<file path="src/hw/rtl/hfoc_pkg.sv">
`default_nettype none
// ---------------------------------------------------------------------------
// HVAC fan overrun controller package
// Shared item types, configuration codes and reset values.
// ---------------------------------------------------------------------------
package hfoc_pkg;

   localparam int SecW   = 16;
   localparam int DtW    = 8;
   localparam int SpeedW = 3;
   localparam int ModeW  = 2;
   localparam int CsrIdxW = 3;

   localparam logic [CsrIdxW-1:0] CSR_FAN_ON_DELAY   = 3'd0;
   localparam logic [CsrIdxW-1:0] CSR_FAN_OFF_DELAY  = 3'd1;
   localparam logic [CsrIdxW-1:0] CSR_BLOWER_OVERRUN = 3'd2;
   localparam logic [CsrIdxW-1:0] CSR_HEAT_FAN_SPEED = 3'd3;
   localparam logic [CsrIdxW-1:0] CSR_IDLE_FAN_SPEED = 3'd4;

   localparam logic [SecW-1:0]   RST_FAN_ON_DELAY   = 16'd60;
   localparam logic [SecW-1:0]   RST_FAN_OFF_DELAY  = 16'd180;
   localparam logic [SecW-1:0]   RST_BLOWER_OVERRUN = 16'd360;
   localparam logic [SpeedW-1:0] RST_HEAT_FAN_SPEED = 3'd2;
   localparam logic [SpeedW-1:0] RST_IDLE_FAN_SPEED = 3'd1;
   localparam logic [SecW-1:0]   RST_SINCE_CHANGE   = 16'd360;
   localparam logic [SecW-1:0]   SEC_MAX            = 16'hFFFF;

   localparam logic [ModeW-1:0]  MODE_ON = 2'd2;

   typedef struct packed {
      logic [SecW-1:0]   fan_on_delay;
      logic [SecW-1:0]   fan_off_delay;
      logic [SecW-1:0]   blower_overrun;
      logic [SpeedW-1:0] heat_fan_speed;
      logic [SpeedW-1:0] idle_fan_speed;
   } cfg_type;

   typedef struct packed {
      logic             fan_write_ok;
      logic [DtW-1:0]   elapsed_seconds;
      logic [ModeW-1:0] blower_mode;
      logic             heat_active;
      logic             reading_ok;
   } req_item_type;

   typedef struct packed {
      logic [ModeW-1:0]  blower_cmd;
      logic              blower_cmd_valid;
      logic [SpeedW-1:0] fan_speed;
      logic              fan_cmd_valid;
   } rsp_item_type;

endpackage
`default_nettype wire

</file>
<file path="src/hw/rtl/hfoc_csr.sv">
`default_nettype none
// ---------------------------------------------------------------------------
// HVAC fan overrun controller configuration registers
// Holds the delays and fan speeds written through the register port.
// ---------------------------------------------------------------------------
module hfoc_csr
   import hfoc_pkg::*;
(
   input  wire logic               clock,
   input  wire logic               reset,
   input  wire logic               wr_en,
   input  wire logic [CsrIdxW-1:0] wr_index,
   input  wire logic [SecW-1:0]    wr_data,
   output cfg_type                 cfg
);

   cfg_type cfg_ff;
   cfg_type cfg_in;

   always_comb begin
      cfg_in = cfg_ff;
      if (wr_en) begin
         case (wr_index)
            CSR_FAN_ON_DELAY:   cfg_in.fan_on_delay   = wr_data;
            CSR_FAN_OFF_DELAY:  cfg_in.fan_off_delay  = wr_data;
            CSR_BLOWER_OVERRUN: cfg_in.blower_overrun = wr_data;
            CSR_HEAT_FAN_SPEED: cfg_in.heat_fan_speed = wr_data[SpeedW-1:0];
            CSR_IDLE_FAN_SPEED: cfg_in.idle_fan_speed = wr_data[SpeedW-1:0];
            default:            cfg_in = cfg_ff;
         endcase
      end
   end

   always_ff @(posedge clock) begin
      if (reset) begin
         cfg_ff.fan_on_delay   <= RST_FAN_ON_DELAY;
         cfg_ff.fan_off_delay  <= RST_FAN_OFF_DELAY;
         cfg_ff.blower_overrun <= RST_BLOWER_OVERRUN;
         cfg_ff.heat_fan_speed <= RST_HEAT_FAN_SPEED;
         cfg_ff.idle_fan_speed <= RST_IDLE_FAN_SPEED;
      end else begin
         cfg_ff <= cfg_in;
      end
   end

   assign cfg = cfg_ff;

endmodule
`default_nettype wire

</file>
<file path="src/hw/rtl/hfoc_core.sv">
`default_nettype none
// ---------------------------------------------------------------------------
// HVAC fan overrun controller decision core
// Poll state and the single-pass logic that turns one poll into commands.
// ---------------------------------------------------------------------------
module hfoc_core
   import hfoc_pkg::*;
(
   input  wire logic   clock,
   input  wire logic   reset,
   input  wire logic   step,
   input  wire req_item_type item,
   input  wire cfg_type     cfg,
   output rsp_item_type result
);

   logic             seen_ff, seen_in;
   logic             prev_heat_ff, prev_heat_in;
   logic [SecW-1:0]  since_ff, since_in;
   logic             fan_done_ff, fan_done_in;
   logic             latch_valid_ff, latch_valid_in;
   logic [ModeW-1:0] latched_mode_ff, latched_mode_in;

   logic [SecW:0]    sum;
   logic [SecW-1:0]  since_adv;
   logic             heat_edge;
   logic [SecW-1:0]  fan_delay;

   always_comb begin
      sum       = {1'b0, since_ff} + {{(SecW+1-DtW){1'b0}}, item.elapsed_seconds};
      since_adv = sum[SecW] ? SEC_MAX : sum[SecW-1:0];
      heat_edge = seen_ff && (item.heat_active != prev_heat_ff);
      fan_delay = item.heat_active ? cfg.fan_on_delay : cfg.fan_off_delay;

      seen_in         = seen_ff;
      prev_heat_in    = prev_heat_ff;
      since_in        = since_adv;
      fan_done_in     = fan_done_ff;
      latch_valid_in  = latch_valid_ff;
      latched_mode_in = latched_mode_ff;
      result          = '0;

      if (item.reading_ok) begin
         seen_in      = 1'b1;
         prev_heat_in = item.heat_active;
         if (heat_edge) begin
            since_in    = '0;
            fan_done_in = 1'b0;
         end else if (!fan_done_ff && (since_adv > fan_delay)) begin
            result.fan_cmd_valid = 1'b1;
            result.fan_speed     = item.heat_active ? cfg.heat_fan_speed
                                                    : cfg.idle_fan_speed;
            fan_done_in          = item.fan_write_ok;
         end

         if (!item.heat_active && (heat_edge || (since_adv < cfg.blower_overrun))) begin
            if (!latch_valid_ff) begin
               latch_valid_in  = 1'b1;
               latched_mode_in = item.blower_mode;
            end
            if (item.blower_mode != MODE_ON) begin
               result.blower_cmd_valid = 1'b1;
               result.blower_cmd       = MODE_ON;
            end
         end else if (latch_valid_ff) begin
            if (latched_mode_ff == item.blower_mode) begin
               latch_valid_in = 1'b0;
            end else begin
               result.blower_cmd_valid = 1'b1;
               result.blower_cmd       = latched_mode_ff;
            end
         end
      end
   end

   always_ff @(posedge clock) begin
      if (reset) begin
         seen_ff         <= 1'b0;
         prev_heat_ff    <= 1'b0;
         since_ff        <= RST_SINCE_CHANGE;
         fan_done_ff     <= 1'b0;
         latch_valid_ff  <= 1'b0;
         latched_mode_ff <= '0;
      end else if (step) begin
         seen_ff         <= seen_in;
         prev_heat_ff    <= prev_heat_in;
         since_ff        <= since_in;
         fan_done_ff     <= fan_done_in;
         latch_valid_ff  <= latch_valid_in;
         latched_mode_ff <= latched_mode_in;
      end
   end

endmodule
`default_nettype wire

</file>
<file path="src/hw/rtl/hvac_fan_overrun_controller_unit.sv">
`default_nettype none
// ---------------------------------------------------------------------------
// HVAC fan overrun controller
// Turns thermostat polls into ceiling fan and blower commands.
// ---------------------------------------------------------------------------
//  Port group  Direction  Width  Carries
//  req_        in         16     one thermostat poll item
//  rsp_        out        8      one command item per poll
//  csr_        in         3+16   register index and write data
//
// A poll item accepted into the input register passes through the decision logic
// into the result register when the result register is free or being taken, and
// the poll state registers update at that same edge. A new item is accepted every
// cycle while the result is not stalled. Reset clears both pipeline valid flags and
// restores all register defaults. A stalled result holds the decision stage, which
// stalls the input side.
// ---------------------------------------------------------------------------
module hvac_fan_overrun_controller_unit
   import hfoc_pkg::*;
(
   input  wire logic               clock,
   input  wire logic               reset,
   input  wire logic               req_tvalid,
   output logic                    req_tready,
   // reading_ok, heat_active, blower_mode[1:0], elapsed_seconds[7:0],
   // fan_write_ok, zero fill.
   input  wire logic [15:0]        req_tdata,
   output logic                    rsp_tvalid,
   input  wire logic               rsp_tready,
   // fan_cmd_valid, fan_speed[2:0], blower_cmd_valid, blower_cmd[1:0], zero fill.
   output logic [7:0]              rsp_tdata,
   input  wire logic               csr_valid,
   output logic                    csr_ready,
   input  wire logic [CsrIdxW-1:0] csr_index,
   input  wire logic [SecW-1:0]    csr_data
);

   cfg_type      cfg;
   req_item_type item_ff, item_in;
   rsp_item_type result;
   rsp_item_type rsp_ff;
   logic         item_valid_ff;
   logic         rsp_valid_ff;
   logic         advance;

   assign csr_ready  = 1'b1;
   assign advance    = item_valid_ff && (!rsp_valid_ff || rsp_tready);
   assign req_tready = !item_valid_ff || advance;
   assign item_in    = req_item_type'(req_tdata[$bits(req_item_type)-1:0]);

   hfoc_csr u_csr (
      .clock    (clock),
      .reset    (reset),
      .wr_en    (csr_valid),
      .wr_index (csr_index),
      .wr_data  (csr_data),
      .cfg      (cfg)
   );

   hfoc_core u_core (
      .clock  (clock),
      .reset  (reset),
      .step   (advance),
      .item   (item_ff),
      .cfg    (cfg),
      .result (result)
   );

   always_ff @(posedge clock) begin
      if (reset) begin
         item_valid_ff <= 1'b0;
         rsp_valid_ff  <= 1'b0;
      end else begin
         if (req_tready) begin
            item_valid_ff <= req_tvalid;
         end
         if (advance) begin
            rsp_valid_ff <= 1'b1;
         end else if (rsp_tready) begin
            rsp_valid_ff <= 1'b0;
         end
      end
   end

   always_ff @(posedge clock) begin
      if (req_tready && req_tvalid) begin
         item_ff <= item_in;
      end
      if (advance) begin
         rsp_ff <= result;
      end
   end

   assign rsp_tvalid = rsp_valid_ff;
   assign rsp_tdata  = {1'b0, rsp_ff};

   assert property (@(posedge clock) disable iff (reset)
      !req_tready |-> item_valid_ff)
      else $error("input side stalled with an empty input register");

   assert property (@(posedge clock) disable iff (reset)
      advance |=> rsp_tvalid)
      else $error("a decided item did not reach the result register");

   assert property (@(posedge clock) disable iff (reset)
      (item_valid_ff && rsp_tvalid && !rsp_tready) |-> !req_tready)
      else $error("input accepted while the pipeline is blocked");

   assert property (@(posedge clock) disable iff (reset)
      (rsp_tvalid && !rsp_tdata[0]) |-> (rsp_tdata[3:1] == '0))
      else $error("fan speed given without a fan command");

endmodule
`default_nettype wire

</file>
<file path="config.mk">
export PLATFORM = sky130hd
export DESIGN_NAME = hvac_fan_overrun_controller_unit
export DESIGN_NICKNAME = d
export VERILOG_FILES = /design/src/hw/rtl/hfoc_pkg.sv /design/src/hw/rtl/hfoc_csr.sv /design/src/hw/rtl/hfoc_core.sv /design/src/hw/rtl/hvac_fan_overrun_controller_unit.sv
export SDC_FILE = /design/constraint.sdc
export NUM_CORES = 1
export LEC_CHECK = 0
export BUFFER_PORTS_ARGS = -buffer_cell sky130_fd_sc_hd__buf_2
export CAP_MARGIN = 15
export CELL_PAD_IN_SITES_DETAIL_PLACEMENT = 0
export CELL_PAD_IN_SITES_GLOBAL_PLACEMENT = 1
export CORE_ASPECT_RATIO = 1.4
export CORE_UTILIZATION = 46
export DETAILED_ROUTE_END_ITERATION = 6
export PLACE_DENSITY = 0.81
export SLEW_MARGIN = 30
export SYNTH_ARGS = -nofsm -noshare
export SYNTH_HDL_FRONTEND = slang
export SYNTH_HIERARCHICAL = 1
export SYNTH_SLANG_ARGS = --single-unit
</file>
<file path="constraint.sdc">
create_clock -name clock -period 4.6 [get_ports clock]
set_input_delay 1.38 -clock clock [delete_from_list [all_inputs] [get_ports clock]]
set_output_delay 1.38 -clock clock [all_outputs]
set_load 0.005 [all_outputs]
</file>
# [Word level (Yosys, flattened, before mapping)]
# Cells that the tools add are included.
[op_classes] add_sub_neg=1 order_cmp=2 eq_ne=7 muxes=17 n_bitwise=3 n_reduce_logical=25
[ops] operator="16-bit 2-to-1 mux" n=4
[ops] operator="16-bit by 8-bit adder with 17-bit output" n=1
[ops] operator="16-bit > comparator" n=1
[ops] operator="16-bit < comparator" n=1
[ops] operator="3-bit 2-to-1 mux" n=5
[ops] operator="2-bit AND reduction" n=6
[ops] operator="1-bit 2-to-1 mux" n=8
[ops] operator="3-bit by 2-bit equality test with 1-bit output (second input constant)" n=2
[ops] operator="1-bit logical AND" n=5
[ops] operator="1-bit zero test" n=4
[ops] operator="4-bit AND reduction" n=1
[ops] operator="2-bit nonzero test" n=2
[ops] operator="3-bit by 1-bit equality test with 1-bit output (second input constant)" n=1
[ops] operator="3-bit equality test (second input constant)" n=1
[ops] operator="3-bit zero test" n=1
[ops] operator="1-bit logical OR" n=3
[ops] operator="1-bit NOT" n=3
[ops] operator="3-bit AND reduction" n=1
[ops] operator="3-bit OR reduction" n=1
[ops] operator="2-bit equality test" n=1
[ops] operator="2-bit inequality test (second input constant)" n=1
[ops] operator="2-bit OR reduction" n=1
[ops] operator="1-bit inequality test" n=1
[word_totals] regBits=98 inputBits=40 elab_cells=77

# [Longest topological paths before layout]
# Gate-level depths: netlist of run 1.
[logic_depth] depth_word=6 ltp_mapped=15 ltp_nobuf=15

# [Modules after synthesis]
# Netlist of run 1, hierarchy kept.
[modules_own_cells] module="hfoc_core" n_inst=1 cells_per_inst=318 area_per_inst_um2=2572.5 seq_area_each_um2=440.4
[modules_own_cells] module="hfoc_csr" n_inst=1 cells_per_inst=207 area_per_inst_um2=2205.9 seq_area_each_um2=1081.0
[modules_own_cells] module="hvac_fan_overrun_controller_unit" n_inst=1 cells_per_inst=34 area_per_inst_um2=726.9 seq_area_each_um2=640.6

# [Worst setup path after synthesis of run 1]
# OpenSTA, ideal clock, no wires.
[synth_timing] path_kind="reg2reg" startpoint="register item_ff[4] (netlist bit)" endpoint="register rsp_ff (netlist bit rsp_tdata[4]) (data pin)" setup_ns=0.262 arrival_time_ns=3.593 path_slack_ns=0.745 path_stages_with_launch=16 cell_sequence="edfxtp_1 ha_1 fa_1 a211oi_1 o21ai_2 a31o_2 and3_4 and3_1 nor2_1 ha_1 o21ai_0 a221oi_1 a211oi_1 o211ai_2 and4_1 or2_2"
[synth_via] elab_chain_cells=6
[synth_rtl] element="from (decl)" line_no="hvac_fan_overrun_controller_unit.sv:39" source="req_item_type item_ff, item_in;"
[synth_rtl] element="from (signal assigned)" line_no="hvac_fan_overrun_controller_unit.sv:87" source="item_ff <= item_in;"
[synth_rtl] element="16-bit by 8-bit adder with 17-bit output" line_no="hfoc_core.sv:30" source="sum = {1'b0, since_ff} + {{(SecW+1-DtW){1'b0}}, item.elapsed_seconds};"
[synth_rtl] element="16-bit 2-to-1 mux" line_no="hfoc_core.sv:31" source="since_adv = sum[SecW] ? SEC_MAX : sum[SecW-1:0];"
[synth_rtl] element="16-bit < comparator" line_no="hfoc_core.sv:56" source="if (!item.heat_active && (heat_edge || (since_adv < cfg.blower_overrun))) begin"
[synth_rtl] element="1-bit logical OR" line_no="hfoc_core.sv:56"
[synth_rtl] element="1-bit logical AND" line_no="hfoc_core.sv:56"
[synth_rtl] element="3-bit 2-to-1 mux" line_no="hfoc_core.sv:56"
[synth_rtl] element="to (signal assigned)" line_no="hvac_fan_overrun_controller_unit.sv:90" source="rsp_ff <= result;"
[synth_rtl] element="to (decl)" line_no="hvac_fan_overrun_controller_unit.sv:41" source="rsp_item_type rsp_ff;"
# No other way between the ends.
# A chain may end at the register's enable or synchronous reset.

# [Worst setup path after layout of run 1]
# Same ends and word-level chain as after synthesis.

==> results.py, run 1 <==
metrics = {
    "yosys": {
        "synth_area_mm2": 0.00551,
        "synth_nets": 639,
        "synth.ff_latch_count": 98,
        "async_flop_share_pct": 0,
        "ys_warn_count": 6,
        "syn_inst": 559,
        "synth-main-ff-cell": "dfxtp_1",
        "synth-edff-count": 20,
        "yosys.cell_types.count": 69,
        "syn_area_per_cell_um2": 9.85,
        "yosysSeqAreaShare_pct": 39.3,
    },
    "die": {
        "fp-row-count": 46,
        "die_h_um": 131,
        "die_w_um": 94.5,
        "io_pins": 51,
        "floorplan.initialDensity_pct": 47.8,
        "die-area_mm2": 0.0124,
        "core_area_mm2": 0.0115,
    },
    "drt": {
        "ant_nets": 0,
        "drc_errors": 0,
        "via_per_inst": 5.52,
        "drt_wl_total_mm": 12.0,
        "drt_iter0_markers": 139,
        "wl_per_cell_um": 16.1,
        "via_count": 4123,
        "drt_pass1_iterations": 6,
    },
    "sta": {
        "layout_min_cycle_time_ps": 4270,
        "fin_skew_ps": 9.69,
        "finalMaxSlewViolations": 0,
        "slew_headroom_pct": 40.9,
        "min_period_over_period_pct": 92.8,
        "rsz0062_at_grt": "false",
        "hold_viol": 0,
        "clock.fmax_mhz": 234,
        "finalSetupViolCount": 0,
        "worst_pin_slew_ps": 881,
        "tns_ps": 0,
    },
    "placement": {
        "place_congestion": 0.821,
        "io_buffers": 45,
        "place_area_mm2": 0.00587,
        "dp_hpwl_mm": 8.98,
    },
    "clock_tree": {
        "clock-root-buffer": "clkbuf_16",
        "cts_setup_buffers": 0,
        "cts_hold_repair.buffers": 0,
        "cts_resized": 0,
        "insertion_delay_ps": 350,
        "cts_made_buffers": 9,
        "tritoncts": "yes",
        "clk_pin_slew_ps": 70,
        "h-tree-depth": 3,
        "cts_sinks": 98,
        "clock_path_buffers": 2,
    },
    "final_layout": {
        "fin_nets": 678,
        "antenna_cells": 0,
        "final_area_mm2": 0.00616,
        "final_cell_mix": "dfxtp_1 (78), mux2i_1 (74), nand2b_1 (59), buf_2 (45), nor2_1 (40)",
        "fill_cells": 1101,
        "final_common_cell": "dfxtp_1",
        "area_growth_pct": 11.9,
        "drive_above_1_share_pct": 15.9,
    },
    "critical_path": {
        "cp-start-kind": "flip-flop",
        "arrival_ps": 4360,
        "crit_type": "flip-flop to flip-flop",
        "endpoint_kind": "flip-flop",
        "cp.required_ps": 4700,
        "crit_fanout": 6,
    },
    "pwr": {
        "p_leak_nw": 2.69,
        "powerDensity_mw_per_mm2": 330,
        "peakVddDrop_uv": 260,
    },
    "global_routing": {
        "grt_pass1_vias": 4346,
        "track_usage_pct": 20.9,
        "antenna_found_initial": 0,
        "grt_pass1_wl_mm": 20.2,
        "grt_max_degree": 69,
        "grt_overflow": 0,
    },
    "job": {
        "max-cap-violations": 0,
    },
    "run_status": {
        "status": "finished, final reports clean",
    },
    "min_path": {
        "worstHoldPathType": "flip-flop to flip-flop",
    },
}
[path summary, 6_finish.rpt]
kind	from	to	slack, ps	cells past startpoint
setup / recovery	item_ff[4]$_DFFE_PP_	rsp_tdata[4]$_DFFE_PP_	330	15
hold / removal	u_csr/cfg[39]$_SDFFE_PP0P_	u_csr/cfg[39]$_SDFFE_PP0P_	480	2
setup reg to reg	item_ff[4]$_DFFE_PP_	rsp_tdata[4]$_DFFE_PP_	330	15
hold reg to reg	u_csr/cfg[39]$_SDFFE_PP0P_	u_csr/cfg[39]$_SDFFE_PP0P_	480	2
[stage by stage]
stage               power (mW)  hold slack [ps]  instances  utilization [%]  setup WS, ps
finish                    2.03              475        747             53.5           332
global route              2.13              503        747             53.5          38.3
CTS                       2.05              479        747             53.5           318
detailed placement        1.31              463        731             51.0           311
global placement          1.30              456        731             51.0           390
floorplan                 1.20              445        559                -           745
[power by group]
group	leakage, nW	switching (mW)	internal, mW	total, mW
sequential	0.826	0.0217	0.910	0.932
combinational	1.72	0.206	0.156	0.362
clock	0.141	0.334	0.402	0.736
total	2.69	0.562	1.47	2.03
[flip-flops by register name (all words and copies together), names as in the netlist]
register and flops:
u_core/since_ff 16, rsp_tdata 7, rsp_tvalid 1, item_valid_ff 1, u_core/seen_ff 1, u_csr/cfg 54, item_ff 13, u_core/latched_mode_ff 2
u_core/latch_valid_ff 1, u_core/fan_done_ff 1, u_core/prev_heat_ff 1
[cell type report]
class	count	area [um^2]	share of cell area, %
repair buffers	54	305	4.96
multi-input cells	409	3130	50.7
clock buffers	11	254	4.12
clock inverters	5	35.0	0.569
inverters	26	97.6	1.58
flip-flops and latches	98	2160	35.1
well taps	144	180	2.93
[cells by family after synthesis]
kind of cell	after synthesis	synth area share (%)
xor+xnor	8	1.27
mux	78	14.3
simple gates	181	18.8
buf+inv	52	3.95
fa+ha+maj	40	9.23
other cells	2	0.136
compound gates	100	13.0
flops	98	39.3
[routing by layer]
metal  part of all wire, %  wire [um]  vias to the layer above  global-route usage, %
li1                      -          -                     2075                      -
met1                    44       5250                     1946                   24.1
met2                    51       6110                       74                   36.9
met3                   2.7        329                       28                   3.99
met4                   2.8        341                        0                   8.67
met5                     0          0                        -                      0
[cells in the mapped netlist, types with 3 or more instances]
master,count,share of area [%]
a211oi_1,9,1.2
a211oi_2,3,0.68
a21o_1,7,0.95
a21oi_1,23,2.1
a221o_1,4,0.73
a31oi_1,3,0.34
and3_1,4,0.45
buf_2,3,0.27
buf_4,3,0.41
clkbuf_1,17,1.2
dfxtp_1,78,28
edfxtp_1,20,11
ha_1,39,8.9
inv_1,26,1.8
mux2_2,4,0.82
mux2i_1,74,13
nand2_1,26,1.8
nand2b_1,59,6.7
nand3_1,10,0.91
nand4_1,5,0.57
nand4bb_1,3,0.61
nor2_1,40,2.7
nor2b_1,3,0.34
nor3_1,6,0.55
o21a_1,6,0.82
o21ai_0,20,1.8
o21ai_2,3,0.48
or3_1,3,0.34
xnor2_1,5,0.80
xor2_1,3,0.48
[worst max-delay path, stage by stage, from the launching register on]
cell,delay [ps]
edfxtp_1,380
ha_1,260
fa_1,440
a211oi_1,320
o21ai_2,160
a31o_2,310
and3_4,200
and3_1,180
nor2_1,190
ha_1,280
o21ai_0,150
a221oi_1,100
a211oi_1,300
o211ai_2,200
and4_1,260
or2_2,290
No activity file was read; power rests on OpenSTA's default activity.
==> run 2, diff against run 1 <==
CORE_ASPECT_RATIO = 1.2   (was 1.4)
CTS_CLUSTER_DIAMETER = 120   (was default)
==> run 2 against run 1 <==
Wire length decreased by 2.0%. Utilization down 0.37 points. Sequential share of layout area down 0.092 points. Final cell count rose by 1.9%. Critical path type unchanged. Critical endpoint unchanged. Largest cell class unchanged.
==> results.py, run 2 (synthesis results as in run 1) <==
metrics = {
    "run_status": {
        "status": "finished, final reports clean",
    },
    "die": {
        "core_area_mm2": 0.0116,
        "die_w_um": 102,
        "floorplan.initialDensity_pct": 47.4,
        "io_pins": 51,
        "fp-row-count": 43,
        "die_h_um": 122,
        "die-area_mm2": 0.0124,
    },
    "clock_tree": {
        "clock-root-buffer": "clkbuf_16",
        "cts_setup_buffers": 0,
        "clock_path_buffers": 2,
        "insertion_delay_ps": 350,
        "cts_hold_repair.buffers": 0,
        "cts_resized": 0,
        "cts_made_buffers": 9,
        "cts_sinks": 98,
        "tritoncts": "yes",
        "h-tree-depth": 3,
        "clk_pin_slew_ps": 60,
    },
    "drt": {
        "via_count": 4043,
        "ant_nets": 0,
        "wl_per_cell_um": 15.5,
        "drt_pass1_iterations": 4,
        "drc_errors": 0,
        "drt_iter0_markers": 126,
        "via_per_inst": 5.31,
        "drt_wl_total_mm": 11.8,
    },
    "final_layout": {
        "fin_nets": 679,
        "antenna_cells": 0,
        "final_area_mm2": 0.00618,
        "largest_reg_flops": 54,
        "final_cell_mix": "dfxtp_1 (78), mux2i_1 (74), nand2b_1 (59), buf_2 (45), nor2_1 (40)",
        "drive_above_1_share_pct": 15.9,
        "area_growth_pct": 12.2,
        "final_common_cell": "dfxtp_1",
    },
    "pwr": {
        "p_leak_nw": 2.69,
        "powerDensity_mw_per_mm2": 331,
        "peakVddDrop_uv": 208,
    },
    "sta": {
        "fin_skew_ps": 8.72,
        "hold_viol": 0,
        "slew_headroom_pct": 41.5,
        "layout_min_cycle_time_ps": 4340,
        "min_period_over_period_pct": 94.2,
        "tns_ps": 0,
        "finalSetupViolCount": 0,
        "clock.fmax_mhz": 231,
        "worst_pin_slew_ps": 873,
        "rsz0062_at_grt": "false",
        "finalMaxSlewViolations": 0,
    },
    "critical_path": {
        "cp-start-kind": "flip-flop",
        "arrival_ps": 4440,
        "crit_fanout": 6,
        "cp.required_ps": 4700,
        "crit_type": "flip-flop to flip-flop",
        "endpoint_kind": "flip-flop",
    },
    "global_routing": {
        "grt_pass1_wl_mm": 19.0,
        "grt_overflow": 0,
        "antenna_found_initial": 0,
        "grt_pass1_vias": 4057,
        "grt_max_degree": 96,
        "track_usage_pct": 20.3,
    },
    "job": {
        "max-cap-violations": 0,
    },
    "placement": {
        "place_congestion": 0.835,
        "dp_hpwl_mm": 8.79,
        "place_area_mm2": 0.00588,
        "io_buffers": 45,
    },
    "min_path": {
        "worstHoldPathType": "flip-flop to flip-flop",
    },
}
-- run 2: area by class of cell --
class / count / area, um^2
Fill cell: 1079 / 5450
Clock inverter: 6 / 65.1
Sequential cell: 98 / 2160
Clock buffer: 10 / 229
Multi-Input combinational cell: 409 / 3130
Timing Repair Buffer: 55 / 300
Tap cell: 157 / 196
Inverter: 26 / 97.6
-- run 2: final timing paths --
| check | to | startpoint | slack, ps | cells past startpoint |
|---|---|---|---|---|
| worst min register to register | u_csr/cfg[31]$_SDFFE_PP0P_ | u_csr/cfg[31]$_SDFFE_PP0P_ | 470 | 2 |
| worst max-delay path | rsp_tdata[4]$_DFFE_PP_ | item_ff[4]$_DFFE_PP_ | 260 | 15 |
| worst max register to register | rsp_tdata[4]$_DFFE_PP_ | item_ff[4]$_DFFE_PP_ | 260 | 15 |
| worst min-delay path | u_csr/cfg[31]$_SDFFE_PP0P_ | u_csr/cfg[31]$_SDFFE_PP0P_ | 470 | 2 |
-- run 2: report_power, final --
| group | internal [mW] | switching, mW |
|---|---|---|
| Clock | 0.424 | 0.328 |
| Combinational | 0.156 | 0.205 |
| Sequential | 0.910 | 0.0221 |
-- run 2: through the flow --
| stage | power, mW | utilization (%) | hold slack (ps) | setup WS (ps) | instances |
|---|---|---|---|---|---|
| after floorplan | 1.20 | - | 445 | 745 | 559 |
| after global placement | 1.30 | 50.6 | 455 | 397 | 745 |
| after detailed placement | 1.31 | 50.6 | 466 | 280 | 745 |
| after CTS | 2.07 | 53.1 | 476 | 284 | 761 |
| after global routing | 2.14 | 53.1 | 502 | 53.4 | 761 |
| final | 2.05 | 53.1 | 472 | 265 | 761 |
-- run 2: critical path: stages, from the launching register on --
cell and delay (ps):
edfxtp_1 380, ha_1 270, fa_1 440, a211oi_1 310, o21ai_2 160, a31o_2 310, and3_4 200, and3_1 170
nor2_1 170, ha_1 280, o21ai_0 220, a221oi_1 140, a211oi_1 290, o211ai_2 190, and4_1 250, or2_2 290
-- run 2: layer usage --
metal / GRT usage, % / routed length (um) / up-vias
li1: - / - / 2088
met5: 0 / 0 / -
met1: 24.3 / 5450 / 1894
met4: 10.8 / 313 / 0
met2: 34.7 / 5730 / 45
met3: 3.16 / 288 / 16
